--- config.mk ---
export PLATFORM = sky130hd
export DESIGN_NAME = disk_request_scheduler_flat
export DESIGN_NICKNAME = d
export VERILOG_FILES = /design/src/sv/drs_pkg.sv /design/src/sv/drs_if.sv /design/src/sv/disk_request_scheduler.sv /design/src/sv/drs_seek_unit.sv /design/src/flat_wrapper.sv
export VERILOG_INCLUDE_DIRS = /design/src /design/src/sv
export SDC_FILE = /design/constraint.sdc
export NUM_CORES = 2
export LEC_CHECK = 0
export ABC_AREA = 1
export BUFFER_PORTS_ARGS = -buffer_cell sky130_fd_sc_hd__buf_2
export CAP_MARGIN = 20
export CORE_ASPECT_RATIO = 1.5
export CORE_MARGIN = 4
export CORE_UTILIZATION = 63
export DETAILED_ROUTE_END_ITERATION = 10
export MAX_ROUTING_LAYER = met4
export PLACE_DENSITY = 0.77
export SETUP_SLACK_MARGIN = 0.4
export SYNTH_ARGS = -nofsm -noshare
export SYNTH_HDL_FRONTEND = slang
export SYNTH_HIERARCHICAL = 1
export SYNTH_SLANG_ARGS = --single-unit
--- constraint.sdc ---
create_clock -name clk -period 7 [get_ports clk]
set_clock_uncertainty 0.2 [all_clocks]
set_input_delay 1.05 -clock clk [delete_from_list [all_inputs] [get_ports clk]]
set_output_delay 1.05 -clock clk [all_outputs]
set_load 0.02 [all_outputs]
--- src/sv/disk_request_scheduler_macros.svh ---
// assertion macros for the disk request scheduler
`ifndef DISK_REQUEST_SCHEDULER_MACROS_SVH
`define DISK_REQUEST_SCHEDULER_MACROS_SVH

// same-cycle implication, checked on clk outside reset
`define DRS_ASSERT_IMPLY(lbl, ante, cons, msg) \
  lbl: assert property (@(posedge clk) disable iff (!rst_n) (ante) |-> (cons)) \
    else $error(msg);

// next-cycle implication, checked on clk outside reset
`define DRS_ASSERT_NEXT(lbl, ante, cons, msg) \
  lbl: assert property (@(posedge clk) disable iff (!rst_n) (ante) |=> (cons)) \
    else $error(msg);

`endif

--- src/sv/drs_pkg.sv ---
// shared types and constants of the disk request scheduler
package drs_pkg;

  localparam int QUEUE_DEPTH_DEF = 64;
  localparam int TRACK_BITS_DEF  = 16;
  localparam int FIELD_BITS      = 16;
  localparam int TAG_BITS        = 16;
  localparam int POLICY_BITS     = 3;

  typedef enum logic [POLICY_BITS-1:0] {
    POL_FIFO  = 3'd0,
    POL_SSTF  = 3'd1,
    POL_LOOK  = 3'd2,
    POL_CLOOK = 3'd3,
    POL_FLOOK = 3'd4
  } policy_t;

  typedef enum logic [1:0] {
    STAT_GRANTED = 2'd0,
    STAT_NONE    = 2'd1,
    STAT_ADDED   = 2'd2,
    STAT_DROPPED = 2'd3
  } status_t;

  typedef enum logic [1:0] {
    SIDE_ANY  = 2'd0,
    SIDE_UP   = 2'd1,
    SIDE_DOWN = 2'd2
  } side_t;

  typedef enum logic [1:0] {
    S_IDLE  = 2'd0,
    S_SCAN  = 2'd1,
    S_SHIFT = 2'd2,
    S_FIN   = 2'd3
  } state_t;

  // unused codes fall back to fifo
  function automatic policy_t decode_policy(logic [POLICY_BITS-1:0] code);
    policy_t pol;
    unique case (code)
      POL_SSTF:  pol = POL_SSTF;
      POL_LOOK:  pol = POL_LOOK;
      POL_CLOOK: pol = POL_CLOOK;
      POL_FLOOK: pol = POL_FLOOK;
      default:   pol = POL_FIFO;
    endcase
    return pol;
  endfunction

endpackage

--- src/sv/drs_if.sv ---
// handshake channels of the disk request scheduler

interface drs_req_if;
  import drs_pkg::*;
  logic                  valid;
  logic                  ready;
  logic                  mode;
  logic [FIELD_BITS-1:0] request_track;
  logic [TAG_BITS-1:0]   request_tag;
  logic [FIELD_BITS-1:0] head_track;
  modport source (output valid, mode, request_track, request_tag, head_track, input ready);
  modport sink (input valid, mode, request_track, request_tag, head_track, output ready);
endinterface

interface drs_rsp_if;
  import drs_pkg::*;
  logic                  valid;
  logic                  ready;
  status_t               status;
  logic [FIELD_BITS-1:0] granted_track;
  logic [TAG_BITS-1:0]   granted_tag;
  logic                  sweep_up;
  logic                  queue_empty;
  modport source (output valid, status, granted_track, granted_tag, sweep_up, queue_empty,
                  input ready);
  modport sink (input valid, status, granted_track, granted_tag, sweep_up, queue_empty,
                output ready);
endinterface

interface drs_cfg_if;
  import drs_pkg::*;
  logic                   valid;
  logic                   ready;
  logic [POLICY_BITS-1:0] policy;
  modport source (output valid, policy, input ready);
  modport sink (input valid, policy, output ready);
endinterface

--- src/sv/disk_request_scheduler.sv ---
// disk request scheduler: pending request table with fifo, sstf, look, c-look, f-look pick
//
// Requests are kept compacted in arrival order in a single-port-write,
// single-port-read table of QUEUE_DEPTH entries. An add passes through S_FIN
// to the output register. A poll walks the table with one shared seek compare
// unit, one entry per cycle behind the registered table read, and look,
// f-look and c-look may need a second pass when nothing lies in the first
// search direction. The granted entry is then closed up by moving every
// younger entry down one slot, one per cycle. For fifo the scan covers only
// the oldest entry. No input is taken while a poll is at work. The f-look
// active batch is always the oldest run of entries, so it is held as a
// length, not a mark per entry. No clearing pass is needed after reset:
// the entry count alone tells which entries hold requests. A finished
// result sits in an output register, so the next request can be
// accepted while the result waits.
module disk_request_scheduler #(
  parameter int QUEUE_DEPTH = drs_pkg::QUEUE_DEPTH_DEF,
  parameter int TRACK_BITS  = drs_pkg::TRACK_BITS_DEF
) (
  input  logic   clk,
  input  logic   rst_n,
  drs_cfg_if.sink   cfg_wr,
  drs_req_if.sink   in_req,
  drs_rsp_if.source out_rsp
);
  import drs_pkg::*;
  `include "disk_request_scheduler_macros.svh"

  localparam int AW = (QUEUE_DEPTH > 1) ? $clog2(QUEUE_DEPTH) : 1;
  localparam int CW = $clog2(QUEUE_DEPTH + 1);
  localparam int MW = TRACK_BITS + TAG_BITS;

  // request table
  logic [MW-1:0] mem [QUEUE_DEPTH];
  logic          mem_we;
  logic [AW-1:0] mem_waddr;
  logic [MW-1:0] mem_wdata;
  logic [AW-1:0] mem_raddr;
  logic [MW-1:0] mem_rdata_r;

  // control state
  state_t                 state_r, state_nxt;
  logic [POLICY_BITS-1:0] policy_r, policy_nxt;
  logic [CW-1:0]          count_r, count_nxt;
  logic [CW-1:0]          active_r, active_nxt;   // length of f-look batch
  logic                   dir_r, dir_nxt;
  logic                   out_valid_r, out_valid_nxt;

  // per-poll working registers
  policy_t               pol_r, pol_nxt;
  side_t                 side_r, side_nxt;
  logic [TRACK_BITS-1:0] head_r, head_nxt;
  logic [TRACK_BITS-1:0] scan_head_r, scan_head_nxt;
  logic [CW-1:0]         lim_r, lim_nxt;
  logic [CW-1:0]         rd_idx_r, rd_idx_nxt;     // read pointer, scan and shift
  logic                  cmp_vld_r, cmp_vld_nxt;   // read data valid this cycle
  logic [AW-1:0]         cmp_idx_r, cmp_idx_nxt;   // entry behind the read data
  logic                  pass2_r, pass2_nxt;
  logic                  best_found_r, best_found_nxt;
  logic [AW-1:0]         best_idx_r, best_idx_nxt;
  logic [TRACK_BITS-1:0] best_dist_r, best_dist_nxt;
  logic [TRACK_BITS-1:0] best_track_r, best_track_nxt;
  logic [TAG_BITS-1:0]   best_tag_r, best_tag_nxt;

  // staged result and output register
  status_t               res_status_r, res_status_nxt;
  logic [TRACK_BITS-1:0] res_track_r, res_track_nxt;
  logic [TAG_BITS-1:0]   res_tag_r, res_tag_nxt;
  status_t               out_status_r, out_status_nxt;
  logic [FIELD_BITS-1:0] out_track_r, out_track_nxt;
  logic [TAG_BITS-1:0]   out_tag_r, out_tag_nxt;
  logic                  out_sweep_r, out_sweep_nxt;
  logic                  out_empty_r, out_empty_nxt;

  // seek unit hookup
  logic [TRACK_BITS-1:0] rd_track;
  logic [TAG_BITS-1:0]   rd_tag;
  logic                  seek_take;
  logic [TRACK_BITS-1:0] seek_dist;
  logic [CW-1:0]         batch_len;

  // poll accepted while the table is empty
  logic                  poll_on_empty;

  assign rd_track = mem_rdata_r[MW-1:TAG_BITS];
  assign rd_tag   = mem_rdata_r[TAG_BITS-1:0];

  drs_seek_unit #(
    .TRACK_BITS (TRACK_BITS)
  ) u_seek (
    .side       (side_r),
    .track      (rd_track),
    .head       (scan_head_r),
    .best_found (best_found_r),
    .best_dist  (best_dist_r),
    .take       (seek_take),
    .seek_len   (seek_dist)
  );

  // f-look swaps every pending request in when its batch has run dry
  assign batch_len = (active_r == '0) ? count_r : active_r;

  assign in_req.ready = (state_r == S_IDLE);
  assign cfg_wr.ready = (state_r == S_IDLE);

  assign poll_on_empty = (state_r == S_IDLE) && in_req.valid && in_req.mode && (count_r == '0);

  assign out_rsp.valid         = out_valid_r;
  assign out_rsp.status        = out_status_r;
  assign out_rsp.granted_track = out_track_r;
  assign out_rsp.granted_tag   = out_tag_r;
  assign out_rsp.sweep_up      = out_sweep_r;
  assign out_rsp.queue_empty   = out_empty_r;

  always_comb begin
    state_nxt      = state_r;
    policy_nxt     = policy_r;
    count_nxt      = count_r;
    active_nxt     = active_r;
    dir_nxt        = dir_r;
    out_valid_nxt  = out_valid_r;
    pol_nxt        = pol_r;
    side_nxt       = side_r;
    head_nxt       = head_r;
    scan_head_nxt  = scan_head_r;
    lim_nxt        = lim_r;
    rd_idx_nxt     = rd_idx_r;
    cmp_vld_nxt    = 1'b0;
    cmp_idx_nxt    = cmp_idx_r;
    pass2_nxt      = pass2_r;
    best_found_nxt = best_found_r;
    best_idx_nxt   = best_idx_r;
    best_dist_nxt  = best_dist_r;
    best_track_nxt = best_track_r;
    best_tag_nxt   = best_tag_r;
    res_status_nxt = res_status_r;
    res_track_nxt  = res_track_r;
    res_tag_nxt    = res_tag_r;
    out_status_nxt = out_status_r;
    out_track_nxt  = out_track_r;
    out_tag_nxt    = out_tag_r;
    out_sweep_nxt  = out_sweep_r;
    out_empty_nxt  = out_empty_r;
    mem_we         = 1'b0;
    mem_waddr      = count_r[AW-1:0];
    mem_wdata      = {TRACK_BITS'(in_req.request_track), in_req.request_tag};
    mem_raddr      = rd_idx_r[AW-1:0];

    if (cfg_wr.valid && cfg_wr.ready) begin
      policy_nxt = cfg_wr.policy;
    end

    if (out_valid_r && out_rsp.ready) begin
      out_valid_nxt = 1'b0;
    end

    unique case (state_r)
      S_IDLE: begin
        if (in_req.valid) begin
          res_track_nxt = '0;
          res_tag_nxt   = '0;
          state_nxt     = S_FIN;
          if (!in_req.mode) begin
            // add request at the tail
            if (count_r == CW'(QUEUE_DEPTH)) begin
              res_status_nxt = STAT_DROPPED;
            end else begin
              mem_we         = 1'b1;
              count_nxt      = count_r + CW'(1);
              res_status_nxt = STAT_ADDED;
            end
          end else if (count_r == '0) begin
            res_status_nxt = STAT_NONE;
          end else begin
            // set up the first search pass
            pol_nxt        = decode_policy(policy_r);
            head_nxt       = TRACK_BITS'(in_req.head_track);
            scan_head_nxt  = TRACK_BITS'(in_req.head_track);
            rd_idx_nxt     = '0;
            best_found_nxt = 1'b0;
            pass2_nxt      = 1'b0;
            lim_nxt        = count_r;
            side_nxt       = dir_r ? SIDE_UP : SIDE_DOWN;
            state_nxt      = S_SCAN;
            unique case (decode_policy(policy_r))
              POL_FIFO: begin
                side_nxt = SIDE_ANY;
                lim_nxt  = CW'(1);
              end
              POL_SSTF:  side_nxt = SIDE_ANY;
              POL_CLOOK: side_nxt = SIDE_UP;
              POL_LOOK:  side_nxt = dir_r ? SIDE_UP : SIDE_DOWN;
              POL_FLOOK: begin
                lim_nxt    = batch_len;
                active_nxt = batch_len;
              end
              default: side_nxt = SIDE_ANY;
            endcase
          end
        end
      end

      S_SCAN: begin
        // issue one read per cycle
        if (rd_idx_r < lim_r) begin
          rd_idx_nxt  = rd_idx_r + CW'(1);
          cmp_vld_nxt = 1'b1;
          cmp_idx_nxt = rd_idx_r[AW-1:0];
        end
        // compare the entry read last cycle
        if (cmp_vld_r && seek_take) begin
          best_found_nxt = 1'b1;
          best_idx_nxt   = cmp_idx_r;
          best_dist_nxt  = seek_dist;
          best_track_nxt = rd_track;
          best_tag_nxt   = rd_tag;
        end
        // end of pass
        if ((rd_idx_r == lim_r) && !cmp_vld_r) begin
          if (best_found_r) begin
            res_status_nxt = STAT_GRANTED;
            res_track_nxt  = best_track_r;
            res_tag_nxt    = best_tag_r;
            if (pol_r == POL_FIFO || pol_r == POL_SSTF || pol_r == POL_CLOOK) begin
              if (best_track_r > head_r) begin
                dir_nxt = 1'b1;
              end else if (best_track_r < head_r) begin
                dir_nxt = 1'b0;
              end
            end
            if (CW'(best_idx_r) < active_r) begin
              active_nxt = active_r - CW'(1);
            end
            rd_idx_nxt = CW'(best_idx_r) + CW'(1);
            state_nxt  = S_SHIFT;
          end else begin
            rd_idx_nxt     = '0;
            best_found_nxt = 1'b0;
            pass2_nxt      = 1'b1;
            if (!pass2_r && pol_r == POL_CLOOK) begin
              // wrap around: lowest track overall
              scan_head_nxt = '0;
              side_nxt      = SIDE_ANY;
            end else if (!pass2_r && (pol_r == POL_LOOK || pol_r == POL_FLOOK)) begin
              dir_nxt  = !dir_r;
              side_nxt = dir_r ? SIDE_DOWN : SIDE_UP;
            end else begin
              // safety net, oldest entry
              side_nxt = SIDE_ANY;
              lim_nxt  = CW'(1);
            end
          end
        end
      end

      S_SHIFT: begin
        // read entry i, write it back at i-1
        if (rd_idx_r < count_r) begin
          rd_idx_nxt  = rd_idx_r + CW'(1);
          cmp_vld_nxt = 1'b1;
          cmp_idx_nxt = rd_idx_r[AW-1:0];
        end
        if (cmp_vld_r) begin
          mem_we    = 1'b1;
          mem_waddr = cmp_idx_r - AW'(1);
          mem_wdata = mem_rdata_r;
        end
        if ((rd_idx_r >= count_r) && !cmp_vld_r) begin
          count_nxt = count_r - CW'(1);
          state_nxt = S_FIN;
        end
      end

      S_FIN: begin
        if (!out_valid_r || out_rsp.ready) begin
          out_valid_nxt  = 1'b1;
          out_status_nxt = res_status_r;
          out_track_nxt  = FIELD_BITS'(res_track_r);
          out_tag_nxt    = res_tag_r;
          out_sweep_nxt  = dir_r;
          out_empty_nxt  = (count_r == '0);
          state_nxt      = S_IDLE;
        end
      end

      default: state_nxt = S_IDLE;
    endcase
  end

  // table write and registered read
  always_ff @(posedge clk) begin
    if (mem_we) begin
      mem[mem_waddr] <= mem_wdata;
    end
    mem_rdata_r <= mem[mem_raddr];
  end

  always_ff @(posedge clk) begin
    if (!rst_n) begin
      state_r     <= S_IDLE;
      policy_r    <= POL_FIFO;
      count_r     <= '0;
      active_r    <= '0;
      dir_r       <= 1'b1;
      out_valid_r <= 1'b0;
      cmp_vld_r   <= 1'b0;
    end else begin
      state_r     <= state_nxt;
      policy_r    <= policy_nxt;
      count_r     <= count_nxt;
      active_r    <= active_nxt;
      dir_r       <= dir_nxt;
      out_valid_r <= out_valid_nxt;
      cmp_vld_r   <= cmp_vld_nxt;
    end
  end

  always_ff @(posedge clk) begin
    pol_r        <= pol_nxt;
    side_r       <= side_nxt;
    head_r       <= head_nxt;
    scan_head_r  <= scan_head_nxt;
    lim_r        <= lim_nxt;
    rd_idx_r     <= rd_idx_nxt;
    cmp_idx_r    <= cmp_idx_nxt;
    pass2_r      <= pass2_nxt;
    best_found_r <= best_found_nxt;
    best_idx_r   <= best_idx_nxt;
    best_dist_r  <= best_dist_nxt;
    best_track_r <= best_track_nxt;
    best_tag_r   <= best_tag_nxt;
    res_status_r <= res_status_nxt;
    res_track_r  <= res_track_nxt;
    res_tag_r    <= res_tag_nxt;
    out_status_r <= out_status_nxt;
    out_track_r  <= out_track_nxt;
    out_tag_r    <= out_tag_nxt;
    out_sweep_r  <= out_sweep_nxt;
    out_empty_r  <= out_empty_nxt;
  end

  // checks
  `DRS_ASSERT_IMPLY(a_count_range, 1'b1, count_r <= CW'(QUEUE_DEPTH), "entry count past depth")
  `DRS_ASSERT_IMPLY(a_batch_within, 1'b1, active_r <= count_r, "active batch longer than table")
  `DRS_ASSERT_IMPLY(a_scan_bound, state_r == S_SCAN, rd_idx_r <= lim_r, "scan read past limit")
  `DRS_ASSERT_NEXT(a_empty_poll, poll_on_empty, res_status_r == STAT_NONE, "empty poll missed")

endmodule

--- src/sv/drs_seek_unit.sv ---
// shared seek compare: side check, seek distance and better-than-best test
module drs_seek_unit #(
  parameter int TRACK_BITS = drs_pkg::TRACK_BITS_DEF
) (
  input  drs_pkg::side_t         side,
  input  logic [TRACK_BITS-1:0]  track,
  input  logic [TRACK_BITS-1:0]  head,
  input  logic                   best_found,
  input  logic [TRACK_BITS-1:0]  best_dist,
  output logic                   take,
  output logic [TRACK_BITS-1:0]  seek_len
);
  import drs_pkg::*;

  logic at_or_above;
  logic at_or_below;
  logic on_side;

  assign at_or_above = (track >= head);
  assign at_or_below = (track <= head);
  assign seek_len    = at_or_above ? (track - head) : (head - track);

  always_comb begin
    unique case (side)
      SIDE_ANY:  on_side = 1'b1;
      SIDE_UP:   on_side = at_or_above;
      SIDE_DOWN: on_side = at_or_below;
      default:   on_side = 1'b0;
    endcase
  end

  // strict less-than keeps the oldest on ties
  assign take = on_side && (!best_found || (seek_len < best_dist));

endmodule
--- src/flat_wrapper.sv ---
// flat-port wrapper written by rule: the top's interface ports become plain ports
module disk_request_scheduler_flat import drs_pkg::*;
#(
  parameter int QUEUE_DEPTH = drs_pkg::QUEUE_DEPTH_DEF,
  parameter int TRACK_BITS  = drs_pkg::TRACK_BITS_DEF
)
  (clk, rst_n, cfg_wr_valid, cfg_wr_policy, cfg_wr_ready, in_req_valid, in_req_mode, in_req_request_track, in_req_request_tag, in_req_head_track, in_req_ready, out_rsp_valid, out_rsp_status, out_rsp_granted_track, out_rsp_granted_tag, out_rsp_sweep_up, out_rsp_queue_empty, out_rsp_ready);
  drs_cfg_if cfg_wr_i ();
  drs_req_if in_req_i ();
  drs_rsp_if out_rsp_i ();
  input  logic clk;
  input  logic rst_n;
  input wire logic [$bits(cfg_wr_i.valid)-1:0] cfg_wr_valid;
  input wire logic [$bits(cfg_wr_i.policy)-1:0] cfg_wr_policy;
  output wire logic [$bits(cfg_wr_i.ready)-1:0] cfg_wr_ready;
  input wire logic [$bits(in_req_i.valid)-1:0] in_req_valid;
  input wire logic [$bits(in_req_i.mode)-1:0] in_req_mode;
  input wire logic [$bits(in_req_i.request_track)-1:0] in_req_request_track;
  input wire logic [$bits(in_req_i.request_tag)-1:0] in_req_request_tag;
  input wire logic [$bits(in_req_i.head_track)-1:0] in_req_head_track;
  output wire logic [$bits(in_req_i.ready)-1:0] in_req_ready;
  output wire logic [$bits(out_rsp_i.valid)-1:0] out_rsp_valid;
  output wire logic [$bits(out_rsp_i.status)-1:0] out_rsp_status;
  output wire logic [$bits(out_rsp_i.granted_track)-1:0] out_rsp_granted_track;
  output wire logic [$bits(out_rsp_i.granted_tag)-1:0] out_rsp_granted_tag;
  output wire logic [$bits(out_rsp_i.sweep_up)-1:0] out_rsp_sweep_up;
  output wire logic [$bits(out_rsp_i.queue_empty)-1:0] out_rsp_queue_empty;
  input wire logic [$bits(out_rsp_i.ready)-1:0] out_rsp_ready;
  assign cfg_wr_i.valid = cfg_wr_valid;
  assign cfg_wr_i.policy = cfg_wr_policy;
  assign cfg_wr_ready = cfg_wr_i.ready;
  assign in_req_i.valid = in_req_valid;
  assign in_req_i.mode = in_req_mode;
  assign in_req_i.request_track = in_req_request_track;
  assign in_req_i.request_tag = in_req_request_tag;
  assign in_req_i.head_track = in_req_head_track;
  assign in_req_ready = in_req_i.ready;
  assign out_rsp_valid = out_rsp_i.valid;
  assign out_rsp_status = out_rsp_i.status;
  assign out_rsp_granted_track = out_rsp_i.granted_track;
  assign out_rsp_granted_tag = out_rsp_i.granted_tag;
  assign out_rsp_sweep_up = out_rsp_i.sweep_up;
  assign out_rsp_queue_empty = out_rsp_i.queue_empty;
  assign out_rsp_i.ready = out_rsp_ready;
  disk_request_scheduler #(.QUEUE_DEPTH(QUEUE_DEPTH), .TRACK_BITS(TRACK_BITS)) u_core (.clk(clk), .rst_n(rst_n), .cfg_wr(cfg_wr_i), .in_req(in_req_i), .out_rsp(out_rsp_i));
endmodule
==> run metrics <==
max-cap violation count 0; Power Dens Cells a little over 400 mW/mm^2; Yosys Warn Count 6; Vert. Die Dim 481 um; sequential area share after synthesis 72.5%; number of post-CTS setup repair buffers 0; register bit count reported by yosys 2,285; CTS clock-pin slew for the worst setup and hold paths 70 ps; CTS tree built; Worst path top cell family by delay simple AND/OR/NAND/NOR gates; sum of internal, switching and leakage power 42.1 mW; Filler Cell Count 9,781; number of iterations in the first detailed-routing pass 8; HPWL Detailed 142,000 um; starting utilization of the core area 63.3%; hold bufs inserted after CTS 0; Worst Hold Slack 222 ps; per-cell via count in the routed design about 6.3; global-route wire length before repair 374,000 um; fraction of final layout cells with drive strength greater than 1 8.04%; summed negative setup slack over all endpoints 0 ps; post-synthesis net count 8,044; post-layout worst setup margin 1500 ps; Sw Ratio 39.1%; Layout Cells excl Fill 9,985; Final Hold Vio Count 0; period utilization 78.6%; max-slew violations 0; number of enable flip-flop cells after synthesis about 2,200; number of port buffers 95; setup repair after global routing missed its margin false; Psw 16.5 mW; via total after detailed routing 62,991; area growth from synthesis to layout 9.90%; Worst R2R Path Depth 9; maximum cell stage delay along the critical path between 1000 and 1500 ps; number of top-level pins between 90 and 100; H-tree levels 4; path category of the worst min-delay check reg -> reg; multi-input combinational cell area between 0.02 and 0.025 sq mm; pre-CTS setup slack roughly 1700 ps; DRC viols 0; peak fanout along the critical path 40; WS Path Type reg -> reg; critical-path cell with the highest stage delay nor2_4; most used flip-flop cell after synthesis edfxtp_1; die span in x 323 um; kind of end point of the critical path flip-flop; final weighted congestion in routability-driven placement ~0.98; internal cell power 25.6 mW; total placed instance area 0.0969 sq mm; maximum clock rate 0.182 GHz; Comb pwr share 36.4%; CTS Root Cell clkbuf_16; GRT Total Usage 33.3%; clock power share 25.0%; Core Area between 0.1 and 0.15 sq mm; number of sinks driven by the clock tree 2,285; initial antenna violation count 10; Worst slew margin 18.6%; kind of launch point of the worst setup path flip-flop; setup slack, reg-to-reg 1500 ps; post-layout util 69.6%; area used by sequential logic in the layout 0.0681 sq mm; nets@finish 8,042; critical path depth 9; total instance count after detailed placement between 9,000 and 10,000; Final Critical Period 5500 ps; via count of the first global-routing pass roughly 62,000; worst supply voltage drop on vdd 0.000314 V; run status completed; worst skew pair latency between 800 and 900 ps; Post-synth ARST share 0%; hold-critical path depth 0; largest net degree at the start of global routing between 200 and 250; number of standard-cell rows in the floorplan about 170; WP data required between 7000 and 8000 ps; Data arrival, critical path 5820 ps; DRT iter0 DRCs 8,536; Pleak 36.7 nW; average footprint of a synthesized cell between 10 and 15 sq um; number of buffers and inverters on the critical path 4; transition time of the tightest slew-check pin 1220 ps; wire length after detailed routing 252,000 um; Mapped Cells 7,889; Post-Layout Inst Area approximately 0.10 sq mm; detail-routed net length per standard cell roughly 25 um; total standard cell area after synthesis around 0.094 sq mm; global-route congestion overflow total 0; number of distinct library cells after synthesis 41; series of cell instances along the critical path inv_1 -> ha_1 -> nand2_1 -> buf_4 -> inv_1 -> o21ai_0 -> nand3_1 -> nor2_4 -> buf_4; post-detailed-route count of antenna-violating nets 0; Setup Viol. Count Final 0; Die Footprint between 0.15 and 0.2 sq mm; total clock buffers created by CTS a little under 200; clk buf depth 3; post-cts resize count 0; register share of total power 38.6%
## worst register-to-register path, cell delays in order, from the launching register on
cell,delay [ps]
dfxtp_1,360
inv_1,80
ha_1,410
nand2_1,130
buf_4,400
inv_1,200
o21ai_0,880
nand3_1,950
nor2_4,1240
buf_4,350
## power groups by stage
stage	registers (mW)	clock network, mW	logic (mW)
floorplan	16.5	0	9.87
global placement	16.5	0	14.5
detailed placement	16.5	0	14.9
CTS	16.3	10.6	15.0
global route	16.3	11.2	16.7
finish	16.3	10.5	15.3
## per-layer routing
| layer | vias up | track usage (%) | wire, um |
|---|---|---|---|
| met3 | 830 | 5.58 | 25200 |
| met5 | - | - | 0 |
| li1 | 27735 | - | - |
| met1 | 30408 | 39.4 | 86100 |
| met4 | 0 | 18.6 | 14800 |
| met2 | 4018 | 54.5 | 126000 |
## layout by cell type, fill, tap and decap left out, types with 41 or more instances in the layout
cell type / n
a21boi_0: 172
a21boi_1: 74
a21oi_1: 311
buf_2: 95
buf_4: 116
clkbuf_1: 41
clkbuf_16: 196
clkinv_1: 44
dfxtp_1: 54
edfxtp_1: 2231
ha_1: 94
inv_1: 289
nand2_1: 1862
nand3_1: 211
nor2_1: 866
nor2_4: 67
o21ai_0: 790
o22ai_1: 271
## Yosys cell counts (5+ instances only)
library cell | n | area [sq um]
edfxtp_1 | 2231 | 67000
nand2_1 | 1896 | 7120
nor2_1 | 932 | 3500
o21ai_0 | 790 | 3950
a21oi_1 | 313 | 1570
inv_1 | 292 | 1100
o22ai_1 | 271 | 1700
clkbuf_1 | 245 | 920
nand3_1 | 211 | 1060
a21boi_0 | 172 | 1290
buf_2 | 133 | 666
ha_1 | 95 | 1190
a21boi_1 | 74 | 556
dfxtp_1 | 54 | 1080
buf_1 | 34 | 128
buf_4 | 24 | 180
o21ai_1 | 22 | 110
xor2_1 | 22 | 193
nand4_1 | 11 | 68.8
buf_6 | 9 | 101
nor3_1 | 9 | 45.0
xnor2_1 | 8 | 70.1
a31oi_1 | 5 | 31.3
## cell families (layout without fill, tap and decap cells)
| logic type | count (synthesis) | after routing | synth area share, % |
|---|---|---|---|
| XOR/XNOR | 30 | 30 | 0.280 |
| other | 0 | 10 | 0 |
| buffers and inverters | 741 | 902 | 3.31 |
| AO/OA/AOI/OAI | 1660 | 1660 | 9.91 |
| flip-flops | 2285 | 2285 | 72.5 |
| AND/OR/NAND/NOR | 3075 | 3075 | 12.7 |
| adder cells (fa/ha/maj) | 98 | 98 | 1.33 |
## layout make-up
cell class,count,share of cell area (%)
Clock inverter,119,1.01
Clock buffer,239,4.93
Tap cell,1925,2.33
Inverter,296,1.10
Multi-Input combinational cell,4863,22.6
Timing Repair Buffer,248,2.04
Antenna cell,10,0.0242
Sequential cell,2285,65.9
## sequential cells by signal, summed over array words and instances, names as in the netlist, 16 cells and up
| name | count |
|---|---|
| u_core/best_dist_r | 16 |
| u_core/best_tag_r | 16 |
| u_core/best_track_r | 16 |
| u_core/head_r | 16 |
| u_core/mem | 2048 |
| u_core/mem_rdata_r | 32 |
| u_core/out_rsp.granted_tag | 16 |
| u_core/out_rsp.granted_track | 16 |
| u_core/res_tag_r | 16 |
| u_core/res_track_r | 16 |
| u_core/scan_head_r | 16 |
## worst paths after layout
path,endpoint,start
worst max-delay path,u_core/mem[22][10],u_core/state_r[0]
worst min-delay path,u_core/out_rsp.granted_track[4],u_core/res_track_r[4]
worst max register to register,u_core/mem[22][10],u_core/state_r[0]
worst min register to register,u_core/out_rsp.granted_track[4],u_core/res_track_r[4]
(Power assumes the default switching activity.)
